$ cat src/design/utf8v_pkg.sv
// Shared types, codes and constants for the UTF-8 stream validator.
package utf8v_pkg;

  // Widths of the byte stream and result fields
  localparam int OFFSET_WIDTH_DEF = 16;
  localparam int OFF_OUT_W        = 16;
  localparam int CP_W             = 21;
  localparam int IN_TDATA_W       = 8;
  localparam int OUT_TDATA_W      = 40;
  localparam int OUT_TUSER_W      = 2;

  // Result queue
  localparam int Q_DEPTH = 4;
  localparam int Q_AW    = 2;
  localparam int Q_LW    = 3;

  // Code point limits
  localparam logic [CP_W-1:0] CP_MAX     = 21'h10FFFF;
  localparam logic [CP_W-1:0] SURR_LO    = 21'h00D800;
  localparam logic [CP_W-1:0] SURR_HI    = 21'h00DFFF;
  localparam logic [CP_W-1:0] LIM_1B     = 21'h000080;
  localparam logic [CP_W-1:0] LIM_2B     = 21'h000800;
  localparam logic [CP_W-1:0] LIM_3B     = 21'h010000;
  localparam logic [CP_W-1:0] BOM_CP     = 21'h00FEFF;

  typedef enum logic [1:0] {
    KIND_CP      = 2'd0,
    KIND_ERROR   = 2'd1,
    KIND_SUMMARY = 2'd2
  } utf8v_kind_t;

  typedef enum logic [2:0] {
    ST_OK         = 3'd0,
    ST_TRUNC      = 3'd1,
    ST_BADLEAD    = 3'd2,
    ST_INCOMPLETE = 3'd3,
    ST_OVERLONG   = 3'd4,
    ST_BADCP      = 3'd5,
    ST_BOM        = 3'd6
  } utf8v_status_t;

  // One result beat
  typedef struct packed {
    utf8v_kind_t            kind;
    logic [CP_W-1:0]        cp_value;
    utf8v_status_t          status;
    logic [OFF_OUT_W-1:0]   offset;
    logic                   is_last;
  } utf8v_res_t;

  // Results raised by one input byte
  typedef struct packed {
    logic       r0_valid;
    utf8v_res_t r0;
    logic       r1_valid;
    utf8v_res_t r1;
  } utf8v_res_pair_t;

endpackage

$ cat src/design/utf8v_decode.sv
// Per-byte decode: next state and up to two result beats for one byte.
module utf8v_decode
  import utf8v_pkg::*;
#(
  parameter int OFFSET_WIDTH = OFFSET_WIDTH_DEF
) (
  input  logic [7:0]              data_byte,
  input  logic                    last_byte,
  input  logic                    reject_bom,
  input  logic [OFFSET_WIDTH-1:0] byte_count,
  input  logic [OFFSET_WIDTH-1:0] seq_start,
  input  logic [CP_W-1:0]         partial_value,
  input  logic [1:0]              bytes_left,
  input  logic [2:0]              seq_length,
  input  logic                    failed,
  input  utf8v_status_t           first_status,
  input  logic [OFFSET_WIDTH-1:0] first_offset,
  output logic [OFFSET_WIDTH-1:0] byte_count_next,
  output logic [OFFSET_WIDTH-1:0] seq_start_next,
  output logic [CP_W-1:0]         partial_value_next,
  output logic [1:0]              bytes_left_next,
  output logic [2:0]              seq_length_next,
  output logic                    failed_next,
  output utf8v_status_t           first_status_next,
  output logic [OFFSET_WIDTH-1:0] first_offset_next,
  output utf8v_res_pair_t         res
);

  localparam int EXT_W = (OFFSET_WIDTH > OFF_OUT_W) ? OFFSET_WIDTH : OFF_OUT_W;
  localparam logic [OFFSET_WIDTH-1:0] OFF_MAX = '1;

  // Low bits of an offset as carried on the result
  function automatic logic [OFF_OUT_W-1:0] out_off(input logic [OFFSET_WIDTH-1:0] v);
    logic [EXT_W-1:0] e;
    e = EXT_W'(v);
    return e[OFF_OUT_W-1:0];
  endfunction

  // Range, surrogate, overlong and BOM checks on a finished sequence
  function automatic utf8v_status_t check_seq(input logic [CP_W-1:0] cp,
                                              input logic [2:0] len,
                                              input logic at_start,
                                              input logic rej);
    logic overlong;
    if (cp > CP_MAX || (cp >= SURR_LO && cp <= SURR_HI)) begin
      return ST_BADCP;
    end
    if (cp < LIM_1B) begin
      overlong = (len != 3'd1);
    end else if (cp < LIM_2B) begin
      overlong = (len != 3'd2);
    end else if (cp < LIM_3B) begin
      overlong = (len != 3'd3);
    end else begin
      overlong = 1'b0;
    end
    if (overlong) begin
      return ST_OVERLONG;
    end
    if (rej && at_start && len == 3'd3 && cp == BOM_CP) begin
      return ST_BOM;
    end
    return ST_OK;
  endfunction

  always_comb begin
    logic          do_finish;
    logic          do_fail;
    utf8v_status_t fail_st;
    utf8v_status_t chk;

    do_finish = 1'b0;
    do_fail   = 1'b0;
    fail_st   = ST_OK;
    chk       = ST_OK;

    byte_count_next    = (byte_count != OFF_MAX) ? byte_count + 1'b1 : byte_count;
    seq_start_next     = seq_start;
    partial_value_next = partial_value;
    bytes_left_next    = bytes_left;
    seq_length_next    = seq_length;
    failed_next        = failed;
    first_status_next  = first_status;
    first_offset_next  = first_offset;
    res                = '0;

    // Lead or continuation byte
    if (!failed) begin
      if (bytes_left == 2'd0) begin
        seq_start_next = byte_count;
        if (!data_byte[7]) begin
          seq_length_next    = 3'd1;
          partial_value_next = CP_W'(data_byte);
          do_finish          = 1'b1;
        end else if (data_byte[7:5] == 3'b110) begin
          seq_length_next    = 3'd2;
          partial_value_next = CP_W'(data_byte[4:0]);
          bytes_left_next    = 2'd1;
        end else if (data_byte[7:4] == 4'b1110) begin
          seq_length_next    = 3'd3;
          partial_value_next = CP_W'(data_byte[3:0]);
          bytes_left_next    = 2'd2;
        end else if (data_byte[7:3] == 5'b11110) begin
          seq_length_next    = 3'd4;
          partial_value_next = CP_W'(data_byte[2:0]);
          bytes_left_next    = 2'd3;
        end else begin
          seq_length_next = 3'd0;
          do_fail         = 1'b1;
          fail_st         = ST_BADLEAD;
        end
      end else if (data_byte[7:6] != 2'b10) begin
        do_fail = 1'b1;
        fail_st = ST_INCOMPLETE;
      end else begin
        partial_value_next = {partial_value[CP_W-7:0], data_byte[5:0]};
        bytes_left_next    = bytes_left - 2'd1;
        do_finish          = (bytes_left == 2'd1);
      end
    end

    // Finished sequence: emit code point or error
    if (do_finish) begin
      chk = check_seq(partial_value_next, seq_length_next,
                      (seq_start_next == '0), reject_bom);
      if (chk == ST_OK) begin
        res.r0_valid        = 1'b1;
        res.r0.kind         = KIND_CP;
        res.r0.cp_value     = partial_value_next;
        res.r0.status       = ST_OK;
        res.r0.offset       = out_off(seq_start_next);
        res.r0.is_last      = 1'b0;
      end else begin
        do_fail = 1'b1;
        fail_st = chk;
      end
    end

    // String ends inside a sequence
    if (last_byte && !failed && !do_fail && bytes_left_next != 2'd0) begin
      do_fail = 1'b1;
      fail_st = ST_TRUNC;
    end

    if (do_fail) begin
      failed_next       = 1'b1;
      first_status_next = fail_st;
      first_offset_next = seq_start_next;
      bytes_left_next   = 2'd0;
      res.r0_valid      = 1'b1;
      res.r0.kind       = KIND_ERROR;
      res.r0.cp_value   = '0;
      res.r0.status     = fail_st;
      res.r0.offset     = out_off(seq_start_next);
      res.r0.is_last    = 1'b0;
    end

    // Summary on the closing byte, then clear for the next string
    if (last_byte) begin
      res.r1_valid      = 1'b1;
      res.r1.kind       = KIND_SUMMARY;
      res.r1.cp_value   = '0;
      res.r1.is_last    = 1'b1;
      if (failed_next) begin
        res.r1.status = first_status_next;
        res.r1.offset = out_off(first_offset_next);
      end else begin
        res.r1.status = ST_OK;
        res.r1.offset = out_off(byte_count_next);
      end
      byte_count_next    = '0;
      seq_start_next     = '0;
      partial_value_next = '0;
      bytes_left_next    = 2'd0;
      seq_length_next    = 3'd0;
      failed_next        = 1'b0;
      first_status_next  = ST_OK;
      first_offset_next  = '0;
    end
  end

endmodule

$ cat src/design/utf8v_queue.sv
// Result queue: takes up to two beats a cycle, gives out one.
module utf8v_queue
  import utf8v_pkg::*;
(
  input  logic            clk,
  input  logic            rst,
  input  logic            push0,
  input  utf8v_res_t      din0,
  input  logic            push1,
  input  utf8v_res_t      din1,
  input  logic            pop,
  output utf8v_res_t      dout,
  output logic            not_empty,
  output logic [Q_LW-1:0] level
);

  utf8v_res_t      mem [Q_DEPTH];
  logic [Q_AW-1:0] wr_ptr;
  logic [Q_AW-1:0] rd_ptr;
  logic [Q_AW-1:0] wr_ptr_next;
  logic [Q_LW-1:0] level_next;

  // Pointer and fill level update
  always_comb begin
    wr_ptr_next = wr_ptr + Q_AW'(push0) + Q_AW'(push1);
    level_next  = level + Q_LW'(push0) + Q_LW'(push1) - Q_LW'(pop);
  end

  always_ff @(posedge clk) begin
    if (rst) begin
      wr_ptr <= '0;
      rd_ptr <= '0;
      level  <= '0;
    end else begin
      wr_ptr <= wr_ptr_next;
      level  <= level_next;
      if (pop) begin
        rd_ptr <= rd_ptr + 1'b1;
      end
    end
  end

  // Storage; second beat lands behind the first
  always_ff @(posedge clk) begin
    if (push0) begin
      mem[wr_ptr] <= din0;
    end
    if (push1) begin
      mem[wr_ptr + 1'b1] <= din1;
    end
  end

  assign dout      = mem[rd_ptr];
  assign not_empty = (level != '0);

endmodule

$ cat src/design/utf8_stream_validator.sv
// Top level of the UTF-8 stream validator: state registers, decode and result queue.
//
//  channel  | direction | beat contents
//  ---------+-----------+-----------------------------------------------------------
//  s_t*     | in        | tdata[7:0] data_byte; tlast last_byte
//  m_t*     | out       | tdata cp_value/status/offset; tuser kind; tlast is_last
//  cfg_*    | in        | cfg_wdata reject_bom, written when cfg_we is high
//
// One input byte per cycle; its decode is combinational from the state registers
// into a four-beat result queue. A closing byte raises up to two result beats, and the
// queue drains one beat a cycle, so s_tready drops while more than two beats wait.
// rst (synchronous) clears the string state and queue and sets reject_bom.
// An output stall never blocks input while the queue has room for two beats.
module utf8_stream_validator
  import utf8v_pkg::*;
#(
  parameter int OFFSET_WIDTH = OFFSET_WIDTH_DEF
) (
  input  logic                   clk,
  input  logic                   rst,
  input  logic                   s_tvalid,
  output logic                   s_tready,
  input  logic [IN_TDATA_W-1:0]  s_tdata,   // [7:0] data_byte
  input  logic                   s_tlast,   // last_byte
  output logic                   m_tvalid,
  input  logic                   m_tready,
  output logic [OUT_TDATA_W-1:0] m_tdata,   // [20:0] cp_value, [23:21] status,
                                            // [39:24] offset
  output logic [OUT_TUSER_W-1:0] m_tuser,   // [1:0] kind
  output logic                   m_tlast,   // is_last
  input  logic                   cfg_we,
  input  logic                   cfg_wdata  // reject_bom
);

  logic                    reject_bom;
  logic [OFFSET_WIDTH-1:0] byte_count;
  logic [OFFSET_WIDTH-1:0] seq_start;
  logic [CP_W-1:0]         partial_value;
  logic [1:0]              bytes_left;
  logic [2:0]              seq_length;
  logic                    failed;
  utf8v_status_t           first_status;
  logic [OFFSET_WIDTH-1:0] first_offset;

  logic [OFFSET_WIDTH-1:0] byte_count_next;
  logic [OFFSET_WIDTH-1:0] seq_start_next;
  logic [CP_W-1:0]         partial_value_next;
  logic [1:0]              bytes_left_next;
  logic [2:0]              seq_length_next;
  logic                    failed_next;
  utf8v_status_t           first_status_next;
  logic [OFFSET_WIDTH-1:0] first_offset_next;

  utf8v_res_pair_t  res;
  utf8v_res_t       q_din0;
  utf8v_res_t       q_dout;
  logic             q_push0;
  logic             q_push1;
  logic [Q_LW-1:0]  q_level;
  logic             in_beat;
  logic             out_beat;

  assign s_tready = (q_level <= Q_LW'(Q_DEPTH - 2));
  assign in_beat  = s_tvalid && s_tready;
  assign out_beat = m_tvalid && m_tready;

  // Per-byte decode
  utf8v_decode #(
    .OFFSET_WIDTH(OFFSET_WIDTH)
  ) u_decode (
    .data_byte          (s_tdata),
    .last_byte          (s_tlast),
    .reject_bom         (reject_bom),
    .byte_count         (byte_count),
    .seq_start          (seq_start),
    .partial_value      (partial_value),
    .bytes_left         (bytes_left),
    .seq_length         (seq_length),
    .failed             (failed),
    .first_status       (first_status),
    .first_offset       (first_offset),
    .byte_count_next    (byte_count_next),
    .seq_start_next     (seq_start_next),
    .partial_value_next (partial_value_next),
    .bytes_left_next    (bytes_left_next),
    .seq_length_next    (seq_length_next),
    .failed_next        (failed_next),
    .first_status_next  (first_status_next),
    .first_offset_next  (first_offset_next),
    .res                (res)
  );

  // String state and config register
  always_ff @(posedge clk) begin
    if (rst) begin
      reject_bom    <= 1'b1;
      byte_count    <= '0;
      seq_start     <= '0;
      partial_value <= '0;
      bytes_left    <= 2'd0;
      seq_length    <= 3'd0;
      failed        <= 1'b0;
      first_status  <= ST_OK;
      first_offset  <= '0;
    end else begin
      if (cfg_we) begin
        reject_bom <= cfg_wdata;
      end
      if (in_beat) begin
        byte_count    <= byte_count_next;
        seq_start     <= seq_start_next;
        partial_value <= partial_value_next;
        bytes_left    <= bytes_left_next;
        seq_length    <= seq_length_next;
        failed        <= failed_next;
        first_status  <= first_status_next;
        first_offset  <= first_offset_next;
      end
    end
  end

  // Pack results in order: a lone summary goes in the first slot
  assign q_push0 = in_beat && (res.r0_valid || res.r1_valid);
  assign q_push1 = in_beat && res.r0_valid && res.r1_valid;
  assign q_din0  = res.r0_valid ? res.r0 : res.r1;

  utf8v_queue u_queue (
    .clk       (clk),
    .rst       (rst),
    .push0     (q_push0),
    .din0      (q_din0),
    .push1     (q_push1),
    .din1      (res.r1),
    .pop       (out_beat),
    .dout      (q_dout),
    .not_empty (m_tvalid),
    .level     (q_level)
  );

  assign m_tdata = {q_dout.offset, 3'(q_dout.status), q_dout.cp_value};
  assign m_tuser = 2'(q_dout.kind);
  assign m_tlast = q_dout.is_last;

  // A closing byte leaves a cleared string state behind
  a_clear_after_last : assert property (@(posedge clk) disable iff (rst)
    (in_beat && s_tlast) |=> (byte_count == '0 && !failed && bytes_left == 2'd0))
    else $error("string state not cleared after closing byte");

  // The first error sticks until the string closes
  a_failed_sticky : assert property (@(posedge clk) disable iff (rst)
    (failed && !(in_beat && s_tlast)) |=> failed)
    else $error("error flag dropped inside a string");

  // Bytes after an error raise no result until the closing byte
  a_silent_after_error : assert property (@(posedge clk) disable iff (rst)
    (in_beat && failed && !s_tlast) |-> (!q_push0 && !q_push1))
    else $error("result raised after the first error");

  // Queue never overfills
  a_queue_bound : assert property (@(posedge clk) disable iff (rst)
    q_level <= Q_LW'(Q_DEPTH))
    else $error("result queue overflow");

endmodule

$ cat config.mk
export PLATFORM = sky130hd
export DESIGN_NAME = utf8_stream_validator
export DESIGN_NICKNAME = d
export VERILOG_FILES = /design/src/design/utf8v_pkg.sv /design/src/design/utf8v_decode.sv /design/src/design/utf8v_queue.sv /design/src/design/utf8_stream_validator.sv
export SDC_FILE = /design/constraint.sdc
export NUM_CORES = 1
export LEC_CHECK = 0
export BUFFER_PORTS_ARGS = -buffer_cell sky130_fd_sc_hd__buf_2
export CELL_PAD_IN_SITES_DETAIL_PLACEMENT = 1
export CELL_PAD_IN_SITES_GLOBAL_PLACEMENT = 2
export CORE_AREA = 2 2 167 185
export DETAILED_ROUTE_END_ITERATION = 10
export DIE_AREA = 0 0 169 187
export PLACE_DENSITY = 0.84
export REMOVE_ABC_BUFFERS = 1
export SLEW_MARGIN = 40
export SYNTH_ARGS = -nofsm -noshare
export SYNTH_HDL_FRONTEND = slang
export SYNTH_SLANG_ARGS = --single-unit
$ cat constraint.sdc
create_clock -name clk -period 6.1 [get_ports clk]
set_input_delay 1.22 -clock clk [delete_from_list [all_inputs] [get_ports clk]]
set_output_delay 1.22 -clock clk [all_outputs]
set_load 0.03 [all_outputs]
-- Word-level counts from Yosys, hierarchy flattened
Memory sizes are Yosys's and may differ from the RTL's. A register that Yosys moved wholly into a read port is not among the register bits.
Cells that the tools add are included.
- memory bits (writable): 172
- memories kept: 1
- input bits: 15
- logic and storage cells: 153
- flip-flop bits (word level): 86
- output and inout port bits: 45
- $lt $le $gt $ge: 7
- reduce and logical (&&, ||, !) cells: 21
- multiplexer cells: 92
- eq/ne operators: 11
- add/subtract/negate cells: 9
- memory list (memory ; depth ; width ; rd ports ; clocked after memory_dff ; write ports ; line ; RTL):
    u_queue.mem ; 4 ; 43 ; 1 ; 1 ; 2 ; utf8v_queue.sv:17 ; utf8v_res_t mem [Q_DEPTH];
- operators with widths (cell ; count):
    44-bit two-way mux ; 4
    21-bit two-way mux ; 8
    16-bit two-way mux ; 7
    3-bit two-way mux ; 24
    43-bit two-way mux ; 1
    1-bit two-way mux ; 34
    2-bit two-way mux ; 13
    21-bit by 16-bit == test with 1-bit output, second input constant ; 1
    21-bit by 16-bit >= comparator with 1-bit output, second input constant ; 1
    21-bit > comparator, second input constant ; 1
    21-bit by 16-bit <= comparator with 1-bit output, second input constant ; 1
    21-bit by 12-bit < comparator with 1-bit output, second input constant ; 1
    21-bit by 17-bit < comparator with 1-bit output, second input constant ; 1
    21-bit by 8-bit < comparator with 1-bit output, second input constant ; 1
    19-bit two-way mux ; 1
    16-bit by 1-bit adder with 16-bit output, second input constant ; 1
    16-bit logical NOT ; 1
    16-bit != test, second input constant ; 1
    1-bit logical AND ; 12
    3-bit by 1-bit adder with 3-bit output ; 2
    3-bit by 2-bit != test with 1-bit output, second input constant ; 2
    5-bit == test, second input constant ; 1
    2-bit by 1-bit adder with 2-bit output ; 2
    2-bit by 1-bit adder with 2-bit output, second input constant ; 2
    other kinds (15) ; 17

-- Depth between registers and ports, before layout
Gate-level depths: netlist (run 1).
- word-level depth: 39
- gate-level depth with buffers: 17
- gate-level depth less buffers: 16

-- Hierarchy
From an unflattened synthesis (run 1), not the netlist that was laid out.
- cell total of the unflattened synthesis: 1389
- area, all modules: 15810.2 um2
- by module, submodules not included (module ; cells an instance ; times used ; sequential area each (um2) ; area an instance (um2)):
    utf8v_queue ; 458 ; 1 ; 5345.1 ; 8737.1
    utf8_stream_validator ; 411 ; 1 ; 1581.5 ; 3890.0
    utf8v_decode ; 520 ; 1 ; 0.0 ; 3183.1

-- Least setup slack after synthesis (run 1)
Ideal clock, no wire load.
- path kind: in2reg
- from: in s_tdata[6]
- to: reg u_queue.level[1]
- path slack: 1723 ps
- library setup time: 128 ps
- path buffers: 2
- arrival time: 4249 ps
- required time: 5972 ps
- stages on the path: 15
- cell sequence: buf_6 > nor2b_1 > buf_2 > nor2_1 > a211oi_1 > o32ai_1 > a21oi_1 > nor2_2 > nor3_2 > inv_1 > ha_1 > fa_1 > inv_1 > fa_1 > nor2b_1
- longest elaborated chain between the ends: 32
- elaborated cells on any way between the ends: 87
- those cells by class: add/sub (3); order compare (6); eq/ne (9); mux (56); reduce/logical (13)
- ends and longest elaborated chain (element ; line ; RTL):
    start: declaration ; utf8_stream_validator.sv:23 ; input logic [IN_TDATA_W-1:0] s_tdata,
    5-bit == test ; utf8v_decode.sv:103 ; end else if (data_byte[7:3] == 5'b11110) begin
    21-bit two-way mux or 3-bit two-way mux (tied branches) ; utf8v_decode.sv:103 ;
    21-bit two-way mux or 3-bit two-way mux (tied branches) ; utf8v_decode.sv:99 ; end else if (data_byte[7:4] == 4'b1110) begin
    21-bit two-way mux or 3-bit two-way mux (tied branches) ; utf8v_decode.sv:95 ; end else if (data_byte[7:5] == 3'b110) begin
    21-bit two-way mux or 3-bit two-way mux (tied branches) ; utf8v_decode.sv:91 ; if (!data_byte[7]) begin
    21-bit two-way mux or 3-bit two-way mux (tied branches) ; utf8v_decode.sv:89 ; if (bytes_left == 2'd0) begin
    21-bit two-way mux or 3-bit two-way mux (tied branches) ; utf8v_decode.sv:88 ; if (!failed) begin
    21-bit by 17-bit < comparator with 1-bit output or 3-bit by 2-bit != test with 1-bit output (tied branches) ; utf8v_decode.sv:52, utf8v_decode.sv:53 ;
    [17 not listed] ; n/a ;
    1-bit two-way mux ; utf8v_decode.sv:140 ; if (last_byte && !failed && !do_fail && bytes_left_next != 2'd0) begin
    44-bit two-way mux * ; utf8v_decode.sv:145 ; if (do_fail) begin
    1-bit logical OR ; utf8_stream_validator.sv:123 ; assign q_push0 = in_beat && (res.r0_valid || res.r1_valid);
    1-bit logical AND ; utf8_stream_validator.sv:123 ;
    3-bit by 1-bit adder with 3-bit output ; utf8v_queue.sv:26 ; level_next = level + Q_LW'(push0) + Q_LW'(push1) - Q_LW'(pop);
    3-bit by 1-bit adder with 3-bit output * ; utf8v_queue.sv:26 ;
    3-bit by 1-bit subtractor with 3-bit output * ; utf8v_queue.sv:26 ;
    via u_queue.level_next[1] ; utf8v_queue.sv:21 ; logic [Q_LW-1:0] level_next;
    end signal: assignment ; utf8v_queue.sv:36 ; level <= level_next;
    end: declaration ; utf8v_queue.sv:14 ; output logic [Q_LW-1:0] level
The timed path passes the listed nets; every way through them passes the cells marked *. The select of a mux whose other input is x is not followed.
A chain may end at the register's enable or synchronous reset.

-- Final worst setup path (run 1)
- from: reg bytes_left[0]
- to: reg first_offset[14]
- longest elaborated chain between the ends: 24
- elaborated cells on any way between the ends: 68
- those cells by class: add/sub (1); order compare (6); eq/ne (6); mux (43); reduce/logical (12)
- ends and longest elaborated chain (element ; line ; RTL):
    start: declaration ; utf8_stream_validator.sv:39 ; logic [1:0] bytes_left;
    start signal: assignment ; utf8_stream_validator.sv:113 ; bytes_left <= bytes_left_next;
    2-bit logical NOT ; utf8v_decode.sv:89 ;
    21-bit two-way mux (tied with other cells) ; utf8v_decode.sv:89 ;
    21-bit two-way mux (tied with other cells) ; utf8v_decode.sv:88 ;
    21-bit by 17-bit < comparator with 1-bit output (tied with other cells) ; utf8v_decode.sv:52 ; end else if (cp < LIM_3B) begin
    1-bit two-way mux or 1-bit logical AND (tied branches) ; utf8v_decode.sv:52, utf8v_decode.sv:60 ;
    1-bit two-way mux or 1-bit logical AND (tied branches) ; utf8v_decode.sv:50, utf8v_decode.sv:60 ;
    1-bit two-way mux or 1-bit logical AND (tied branches) ; utf8v_decode.sv:48, utf8v_decode.sv:60 ;
    1-bit two-way mux (on tied branches) ; utf8v_decode.sv:48, utf8v_decode.sv:60 ;
    [7 not listed] ; n/a ;
    3-bit logical NOT ; utf8v_decode.sv:126 ; if (chk == ST_OK) begin
    1-bit two-way mux ; utf8v_decode.sv:126 ;
    1-bit two-way mux ; utf8v_decode.sv:123 ; if (do_finish) begin
    1-bit logical NOT ; utf8v_decode.sv:140 ;
    1-bit logical AND (2 in series) ; utf8v_decode.sv:140 ;
    1-bit two-way mux ; utf8v_decode.sv:140 ;
    16-bit two-way mux * ; utf8v_decode.sv:145 ;
    16-bit two-way mux * ; utf8v_decode.sv:159 ; if (last_byte) begin
    end signal: assignment ; utf8_stream_validator.sv:117 ; first_offset <= first_offset_next;
    end: declaration ; utf8_stream_validator.sv:43 ; logic [OFFSET_WIDTH-1:0] first_offset;
Every way passes the cells marked *; elsewhere a longest branch is shown, timed or not. The select of a mux whose other input is x is not followed.

==> key figures, run 1 <==
Outcome
  • Run status: finished, final reports clean

Routing
  • Iter 0 DRT Violations: 794
  • Mean routed wirelength per cell: 25.0 um
  • Via total after detailed routing: 10700
  • Number of detailed-routing iterations run before antenna repair: 5
  • Final ANT Viol Nets: 0
  • DRC violations left: 0
  • Vias per inst: ~6.3
  • Wirelength, routed: 42500 um

Logic synthesis
  • Sequential cell area fraction in the yosys report: 47.0%
  • Number of distinct standard cells referenced by the synthesized netlist: 76
  • Flip-flop and latch count after synthesis: 256
  • Async SR Flop Fraction: 0%
  • Biggest area consumer among synthesized cells: sky130_fd_sc_hd__dfxtp_1
  • Syn Inst Count: around 1300
  • Count of warnings emitted by yosys: 0
  • Number of synthesized flops with an enable pin: 80
  • Netlist area before placement: around 13000 um^2
  • Top-count cell post-synth: sky130_fd_sc_hd__dfxtp_1
  • Top cell type's share of synthesized area: 28.0%
  • Most frequent cells after synthesis: sky130_fd_sc_hd__dfxtp_1 (176), sky130_fd_sc_hd__nor2_1 (124), sky130_fd_sc_hd__nand2_1 (92), sky130_fd_sc_hd__o21ai_0 (84)
  • Predominant post-synthesis flop cell: sky130_fd_sc_hd__dfxtp_1
  • Average size of a mapped cell: 9.87 um^2
  • Top area cells in the synthesized netlist: sky130_fd_sc_hd__dfxtp_1 (28%), sky130_fd_sc_hd__edfxtp_1 (19%), sky130_fd_sc_hd__mux4_2 (7.5%), sky130_fd_sc_hd__nor2_1 (3.7%), sky130_fd_sc_hd__a22o_1 (3.6%)

Finish
  • Share of final-layout standard cells stronger than drive strength 1: 17.7%
  • Synth-to-Final Area Change: 12.6%
  • Filler Cells Inserted: 3365
  • Final Net Count: roughly 1300
  • Final non-filler cell total: roughly 1700
  • Antenna Diode Count: 0

Floorplanning
  • Number of rows in the core area: 67
  • Width of the chip: 169 um
  • Total die area: 31600 um^2
  • Die Span Y: approximately 190 um
  • Total core area: roughly 30000 um^2
  • Initial core utilization: a little over two fifths
  • # IOs: 60

Clock tree
  • Setup repair bufs after CTS: 0
  • CTS tree: built
  • Clock transition at the register clock pins on the worst setup and hold paths after CTS: 0.07 ns
  • Clock latency at the later pin of the worst-skew pair: 0.57 ns
  • Longest Clk Path Bufs: 3
  • Number of gates resized after cts: 0
  • Number of buffers inserted during clock tree synthesis: 27
  • Number of clock sinks seen by CTS: 256
  • CTS H-tree depth: 1
  • Buffer type at the clock tree root: sky130_fd_sc_hd__clkbuf_16
  • Post-CTS Hold Fix Bufs: 0

STA
  • RSZ-0062 raised after global routing: false
  • Tightest slew margin relative to the limit: 44.6%
  • Part of the cycle the worst path needs: 80.5%
  • Crit path time final: 4.91 ns
  • Final Hold Vio Count: 0
  • Highest achievable clock rate: around 200 MHz
  • Setup TNS: 0 ns
  • Measured slew at the worst slew-check pin: just over 0.8 ns
  • # setup viols final: 0
  • Max-slew violation total from the final report: 0
  • Setup clock skew after layout: 0.0232 ns
  • Post-route setup slack: about 1.2 ns

Worst setup path
  • Most frequent cell on the critical path: sky130_fd_sc_hd__inv_1
  • Critical path class: reg2reg
  • Critical path data arrival time: ~5.4 ns
  • Worst EP required: roughly 6.6 ns
  • Cells along the critical path: inv_1 -> ha_1 -> buf_4 -> nor4b_4 -> a32oi_1 -> o21ai_1 -> nand4_1 -> o32ai_1 -> inv_1 -> a41oi_2 -> nand2b_1 -> nand3_1 -> o2bb2ai_1
  • Delay of the slowest cell on the worst path: 0.64 ns
  • Type of origin of the critical path: flop
  • Nature of the critical path endpoint: flop
  • Max stage delay cell, worst path: sky130_fd_sc_hd__nor4b_4
  • CP max FO: 18

GRT
  • Initial antenna violation count: 0
  • Remaining Overflow, GRT: 0
  • Via count of the first global-routing pass: 11400
  • First-pass GRT wire length: 66700 um
  • All-layer global routing usage: 26.8%
  • Largest net degree at the start of global routing: 62

Place
  • # placed instances: 1649
  • Final weighted congestion in routability-driven placement: 0.905
  • Count of port buffers added during placement: 59
  • Place WS: just under 0.8 ns
  • HPWL Detailed: 28300 um

Worst hold path
  • Type of the tightest min-delay check: reg2reg

Run
  • Number of max-cap violations: 0

Power
  • Maximum ir drop on the vdd rail: 0.202 mV
  • Leak: 4.98 nW
  • Power per Cell Area: ~380 nW/um^2
-- worst max-delay path, delay by kind of cell, from the launching register on --
| kind | cells | cell delay [ns] |
|---|---|---|
| adder cells (fa/ha/maj) | 1 | 0.37 |
| AND/OR/NAND/NOR | 4 | 2.11 |
| buffers and inverters | 3 | 0.48 |
| flip-flops | 1 | 0.44 |
| AO/OA/AOI/OAI | 5 | 1.41 |
-- power by group --
group,internal (W),leakage [nW],switching [W]
sequential,0.00195,2.15,0.000123
combinational,0.000486,2.39,0.00112
clock,0.000980,0.437,0.000727
total,0.00342,4.98,0.00197
-- layout by cell type (no fill, tap or decap), types with 5 or more instances in the layout --
master / count
sky130_fd_sc_hd__a21o_1: 9
sky130_fd_sc_hd__a21oi_1: 68
sky130_fd_sc_hd__a22o_1: 52
sky130_fd_sc_hd__a22oi_1: 33
sky130_fd_sc_hd__a31oi_1: 20
sky130_fd_sc_hd__a32oi_1: 12
sky130_fd_sc_hd__and3_1: 8
sky130_fd_sc_hd__buf_2: 59
sky130_fd_sc_hd__buf_4: 41
sky130_fd_sc_hd__clkbuf_1: 5
sky130_fd_sc_hd__clkbuf_16: 27
sky130_fd_sc_hd__dfxtp_1: 173
sky130_fd_sc_hd__edfxtp_1: 80
sky130_fd_sc_hd__ha_1: 5
sky130_fd_sc_hd__inv_1: 29
sky130_fd_sc_hd__mux2i_1: 22
sky130_fd_sc_hd__mux4_2: 42
sky130_fd_sc_hd__nand2_1: 90
sky130_fd_sc_hd__nand2b_1: 8
sky130_fd_sc_hd__nand3_1: 32
sky130_fd_sc_hd__nand4_1: 7
sky130_fd_sc_hd__nor2_1: 123
sky130_fd_sc_hd__nor2b_1: 10
sky130_fd_sc_hd__nor3_1: 30
sky130_fd_sc_hd__nor4_1: 13
sky130_fd_sc_hd__nor4_2: 5
sky130_fd_sc_hd__o21ai_0: 82
sky130_fd_sc_hd__o21ai_1: 11
sky130_fd_sc_hd__o22a_1: 6
sky130_fd_sc_hd__o22ai_1: 72
sky130_fd_sc_hd__o2bb2ai_1: 25
sky130_fd_sc_hd__o31ai_1: 5
sky130_fd_sc_hd__xnor2_1: 11
sky130_fd_sc_hd__xor2_1: 6
-- layout make-up --
cell class                      instances  area, um^2  area share (%)
Multi-Input combinational cell        882        6150            43.4
Sequential cell                       256        5930            41.8
Clock buffer                           35         736            5.19
Timing Repair Buffer                  101         614            4.33
Tap cell                              379         474            3.34
Clock inverter                         14         163            1.15
Inverter                               31         116           0.820
-- registers in the layout, summed over array words and instances (netlist names), 3 cells and up, named ones only --
name,cells
byte_count,16
u_queue.level,3
first_status,3
first_offset,16
seq_start,16
u_queue.mem,168
seq_length,3
partial_value,21
-- metal layers --
metal  global-route usage (%)  wire length [um]  part of all wire (%)
met3                     2.67              1560                   3.7
met2                     48.1             21400                    50
met4                     9.40              1510                   3.6
met5                        0                 0                     0
met1                     33.6             18000                    42
-- logic make-up after synthesis --
family / synth area share [%]
AO/OA/AOI/OAI: 22.4
AND/OR/NAND/NOR: 13.9
XOR/XNOR: 1.18
adder cells (fa/ha/maj): 0.973
buffers and inverters: 4.67
multiplexers: 9.85
flip-flops: 47.0
-- through the flow --
step	utilization (%)	power (W)	instance area, um^2	hold WS [ns]
after floorplan	-	0.00308	12100	0.420
after global placement	44.2	0.00367	13300	0.429
after detailed placement	44.2	0.00370	13300	0.443
after CTS	47.2	0.00541	14200	0.457
after global routing	47.3	0.00561	14200	0.478
final	47.3	0.00539	14200	0.456
-- path summary, 6_finish.rpt --
check                               endpoint  slack, ns                       startpoint  cells past startpoint
min          u_queue.mem[3][26]$_SDFFE_PP0P_       0.46  u_queue.mem[3][26]$_SDFFE_PP0P_                      2
max reg2reg    first_offset[14]$_SDFFE_PP0P_       1.19       bytes_left[0]$_SDFFE_PP0P_                     13
min reg2reg  u_queue.mem[3][26]$_SDFFE_PP0P_       0.46  u_queue.mem[3][26]$_SDFFE_PP0P_                      2
max            first_offset[14]$_SDFFE_PP0P_       1.19       bytes_left[0]$_SDFFE_PP0P_                     13
Power figures use the tool's default switching activity.
==> run 2: changes to the inputs <==
--- a/config.mk
+++ b/config.mk
@@ -8,10 +8,10 @@
 export BUFFER_PORTS_ARGS = -buffer_cell sky130_fd_sc_hd__buf_2
 export CELL_PAD_IN_SITES_DETAIL_PLACEMENT = 1
 export CELL_PAD_IN_SITES_GLOBAL_PLACEMENT = 2
-export CORE_AREA = 2 2 167 185
+export CORE_AREA = 2 2 182 202
 export DETAILED_ROUTE_END_ITERATION = 10
-export DIE_AREA = 0 0 169 187
-export PLACE_DENSITY = 0.84
+export DIE_AREA = 0 0 184 204
+export PLACE_DENSITY = 0.75
 export REMOVE_ABC_BUFFERS = 1
 export SLEW_MARGIN = 40
 export SYNTH_ARGS = -nofsm -noshare
==> constraint.sdc (replaced) <==
create_clock -name clk -period 4.5 [get_ports clk]
set_input_delay 0.9 -clock clk [delete_from_list [all_inputs] [get_ports clk]]
set_output_delay 0.9 -clock clk [all_outputs]
set_load 0.03 [all_outputs]
==> run 2 against run 1 <==
Net effect:
- largest cell class unchanged
- largest power group unchanged
- wire length grew 3.4%
- flip-flop and latch count is the same
- die area grew 19%
- worst setup slack lost 0.90 ns
- sequential share of layout area shrank 1.5 points
- clock skew shrank 0.0075 ns
- non-clock buffer count grew 50
- sequential power grew 37%
==> key figures, run 2 (same netlist as run 1, synthesis figures left out) <==
Outcome
  • Run status: finished, final reports clean (unchanged)

Finish
  • Max reg flops: 168 (unchanged)
  • Share of final-layout standard cells stronger than drive strength 1: 20.5% (was 17.7%)
  • Commonest non-fill, non-tap cell in the layout: sky130_fd_sc_hd__dfxtp_1 (unchanged)
  • Top flop regs: u_queue.mem x168, partial_value x21 (unchanged)
  • Reg with most FFs: u_queue.mem (unchanged)
  • Final Net Count: 1374 (was 1322)
  • Synth-to-Final Area Change: 16.7% (was 12.6%)
  • Antenna Diode Count: 0 (unchanged)
  • Most frequent cells in the layout: sky130_fd_sc_hd__dfxtp_1 (173), sky130_fd_sc_hd__nor2_1 (123), sky130_fd_sc_hd__nand2_1 (91) (was sky130_fd_sc_hd__dfxtp_1 (173), sky130_fd_sc_hd__nor2_1 (123), sky130_fd_sc_hd__nand2_1 (90))

Power
  • Net switching power: 0.00272 W (was 0.00197 W)
  • Power per Cell Area: 508 nW/um^2 (was 380 nW/um^2)
  • Sw frac: 36.4% (was 36.5%)
  • Leak: 5.26 nW (was 4.98 nW)
  • Logic gate share of total power: 29.9% (was 29.8%)
  • Internal Power: 0.00476 W (was 0.00342 W)
  • Maximum ir drop on the vdd rail: 0.261 mV (was 0.202 mV)
  • Seq pwr share: 37.9% (was 38.5%)
  • Clock group share of total power: 32.1% (was 31.7%)

Clock tree
  • CTS tree: built (unchanged)
  • Setup repair bufs after CTS: 0 (unchanged)
  • Longest Clk Path Bufs: 3 (unchanged)
  • Number of gates resized after cts: 0 (unchanged)
  • Post-CTS Hold Fix Bufs: 0 (unchanged)
  • Clock transition at the register clock pins on the worst setup and hold paths after CTS: 0.06 ns (was 0.07 ns)
  • Number of clock sinks seen by CTS: 256 (unchanged)
  • Buffer type at the clock tree root: sky130_fd_sc_hd__clkbuf_16 (unchanged)
  • Number of buffers inserted during clock tree synthesis: 29 (was 27)
  • Clock latency at the later pin of the worst-skew pair: 0.57 ns (about the same)
  • CTS H-tree depth: 1 (unchanged)

Worst setup path
  • Start point of the critical path: bytes_left[1]$_SDFFE_PP0P_ (was bytes_left[0]$_SDFFE_PP0P_)
  • Delay of the slowest cell on the worst path: 0.54 ns (was 0.64 ns)
  • Worst EP required: 4.90 ns (was 6.57 ns)
  • Worst-case reg-to-reg path depth: 14 (was 13)
  • Worst R2R Setup Slack: 0.29 ns (was 1.19 ns)
  • Reg2Reg Capture Point: u_queue.mem[2][5]$_DFFE_PP_ (was first_offset[14]$_SDFFE_PP0P_)
  • Cells along the critical path: inv_1 -> ha_1 -> a21o_1 -> o21a_1 -> o22a_1 -> nor4_1 -> buf_4 -> xor2_1 -> o2111ai_1 -> a41oi_2 -> buf_12 -> nor2_2 -> mux2_2 -> o22ai_1 (was inv_1 -> ha_1 -> buf_4 -> nor4b_4 -> a32oi_1 -> o21ai_1 -> nand4_1 -> o32ai_1 -> inv_1 -> a41oi_2 -> nand2b_1 -> nand3_1 -> o2bb2ai_1)
  • Last element of the critical path: u_queue.mem[2][5]$_DFFE_PP_ (was first_offset[14]$_SDFFE_PP0P_)
  • Combined buffer and inverter count along the critical path: 3 (unchanged)
  • Max stage delay cell, worst path: sky130_fd_sc_hd__nor2_2 (was sky130_fd_sc_hd__nor4b_4)
  • Stages on worst setup path: 14 (was 13)
  • Cell class contributing the biggest share of worst-path delay: compound AO/OA/AOI/OAI gates (was simple AND/OR/NAND/NOR gates)
  • CP max FO: 20 (was 18)
  • Critical path data arrival time: 4.61 ns (was 5.38 ns)
  • Critical path class: reg2reg (unchanged)
  • Critical R2R Launch: bytes_left[1]$_SDFFE_PP0P_ (was bytes_left[0]$_SDFFE_PP0P_)
  • Nature of the critical path endpoint: flop (unchanged)
  • Type of origin of the critical path: flop (unchanged)

STA
  • Crit path time final: 4.21 ns (was 4.91 ns)
  • Setup TNS: 0 ns (unchanged)
  • Setup clock skew after layout: 0.0157 ns (was 0.0232 ns)
  • Minimum hold slack: 0.451 ns (was 0.456 ns)
  • # setup viols final: 0 (unchanged)
  • Highest achievable clock rate: 237 MHz (was 204 MHz)
  • Max-slew violation total from the final report: 0 (unchanged)
  • Tightest slew margin relative to the limit: 49.7% (was 44.6%)
  • Measured slew at the worst slew-check pin: 0.733 ns (was 0.809 ns)
  • Part of the cycle the worst path needs: 93.6% (was 80.5%)
  • RSZ-0062 raised after global routing: false (unchanged)
  • Final Hold Vio Count: 0 (unchanged)

Floorplanning
  • # IOs: 60 (unchanged)
  • Number of rows in the core area: 73 (was 67)
  • Total core area: 35600 um^2 (was 30000 um^2)
  • Total die area: 37500 um^2 (was 31600 um^2)
  • Width of the chip: 184 um (was 169 um)
  • Die Span Y: 204 um (was 187 um)
  • Initial core utilization: 35.4% (was 42.0%)

Routing
  • Iter 0 DRT Violations: 824 (was 794)
  • Vias per inst: 5.96 (was 6.32)
  • Mean routed wirelength per cell: 24.1 um (was 25.0 um)
  • DRC violations left: 0 (unchanged)
  • Wirelength, routed: 43900 um (was 42500 um)
  • Number of detailed-routing iterations run before antenna repair: 5 (unchanged)
  • Via total after detailed routing: 10900 (was 10700)
  • Final ANT Viol Nets: 0 (unchanged)

Place
  • HPWL Detailed: 30200 um (was 28300 um)
  • Final weighted congestion in routability-driven placement: 0.909 (was 0.905)
  • Count of port buffers added during placement: 59 (unchanged)

GRT
  • Met2 Resource Use GR: 40.8% (was 48.1%)
  • First-pass GRT wire length: 68300 um (was 66700 um)
  • Remaining Overflow, GRT: 0 (unchanged)
  • Via count of the first global-routing pass: 11200 (was 11400)
  • Largest net degree at the start of global routing: 71 (was 62)
  • All-layer global routing usage: 23.6% (was 26.8%)
  • Met1 layer usage reported by global route: 30.6% (was 33.6%)
  • Initial antenna violation count: 0 (unchanged)
  • Global-route layer with the greatest usage: met2 (unchanged)
  • Met3 Usage GRT: 2.64% (was 2.67%)

Worst hold path
  • Type of the tightest min-delay check: reg2reg (unchanged)

Run
  • Number of max-cap violations: 0 (unchanged)
==> run 2: layout make-up <==
cell class / count / area [um^2]
clock inverter: 10 / 113
fill: 4019 / 20900
timing repair buffer: 151 / 1010
tap: 450 / 563
sequential: 256 / 5930
inverter: 31 / 116
multi-input combinational: 882 / 6130
clock buffer: 43 / 838
==> run 2: worst min-delay path, delay by kind of cell, from the launching register on <==
family	cells	cell delay, ns
AO/OA/AOI/OAI	1	0.05
flip-flops	1	0.32
AND/OR/NAND/NOR	1	0.04
==> run 2: worst min path at each step <==
stage | slack (ns) | end | cells after the start | startpoint
2_1_floorplan | 0.42 | u_queue.mem[2][41]$_SDFFE_PP0P_ | 2 | u_queue.mem[2][41]$_SDFFE_PP0P_
3_3_place_gp | 0.43 | u_queue.mem[0][20]$_SDFFE_PP0N_ | 2 | u_queue.mem[0][20]$_SDFFE_PP0N_
5_1_grt | 0.48 | u_queue.mem[0][23]$_SDFFE_PP0N_ | 2 | u_queue.mem[0][23]$_SDFFE_PP0N_
3_5_place_dp | 0.44 | u_queue.mem[3][22]$_SDFFE_PP0P_ | 2 | u_queue.mem[3][22]$_SDFFE_PP0P_
6_report | 0.45 | u_queue.mem[0][25]$_SDFFE_PP0N_ | 2 | u_queue.mem[0][25]$_SDFFE_PP0N_
4_1_cts | 0.46 | u_queue.mem[3][22]$_SDFFE_PP0P_ | 2 | u_queue.mem[3][22]$_SDFFE_PP0P_
==> run 2: power groups by stage <==
stage	registers, W	logic [W]	clock network (W)
after floorplan	0.00284	0.00133	0
after global placement	0.00288	0.00222	0
after detailed placement	0.00289	0.00224	0
after CTS	0.00284	0.00225	0.00245
after global routing	0.00287	0.00242	0.00254
final	0.00284	0.00224	0.00240
==> run 2: per-layer routing <==
| layer | routed length [um] | part of all wire, % | vias up |
|---|---|---|---|
| li1 | - | - | 4992 |
| met1 | 18900 | 43 | 5535 |
| met2 | 21600 | 49 | 272 |
| met3 | 1950 | 4.4 | 72 |
| met4 | 1480 | 3.4 | 0 |
| met5 | 0 | 0 | - |
==> run 2: per-stage QoR <==
| step | cell area [um^2] | util (%) | std cells | worst slack (ns) | power, W |
|---|---|---|---|---|---|
| finish | 14700 | 41.3 | 1823 | 0.289 | 0.00748 |
| global route | 14700 | 41.3 | 1823 | 0.0314 | 0.00783 |
| CTS | 14700 | 41.3 | 1823 | 0.308 | 0.00754 |
| detailed placement | 13800 | 38.6 | 1770 | 0.0677 | 0.00513 |
| global placement | 13800 | 38.6 | 1770 | 0.0964 | 0.00510 |
| floorplan | 12100 | - | 1169 | -0.740 | 0.00417 |
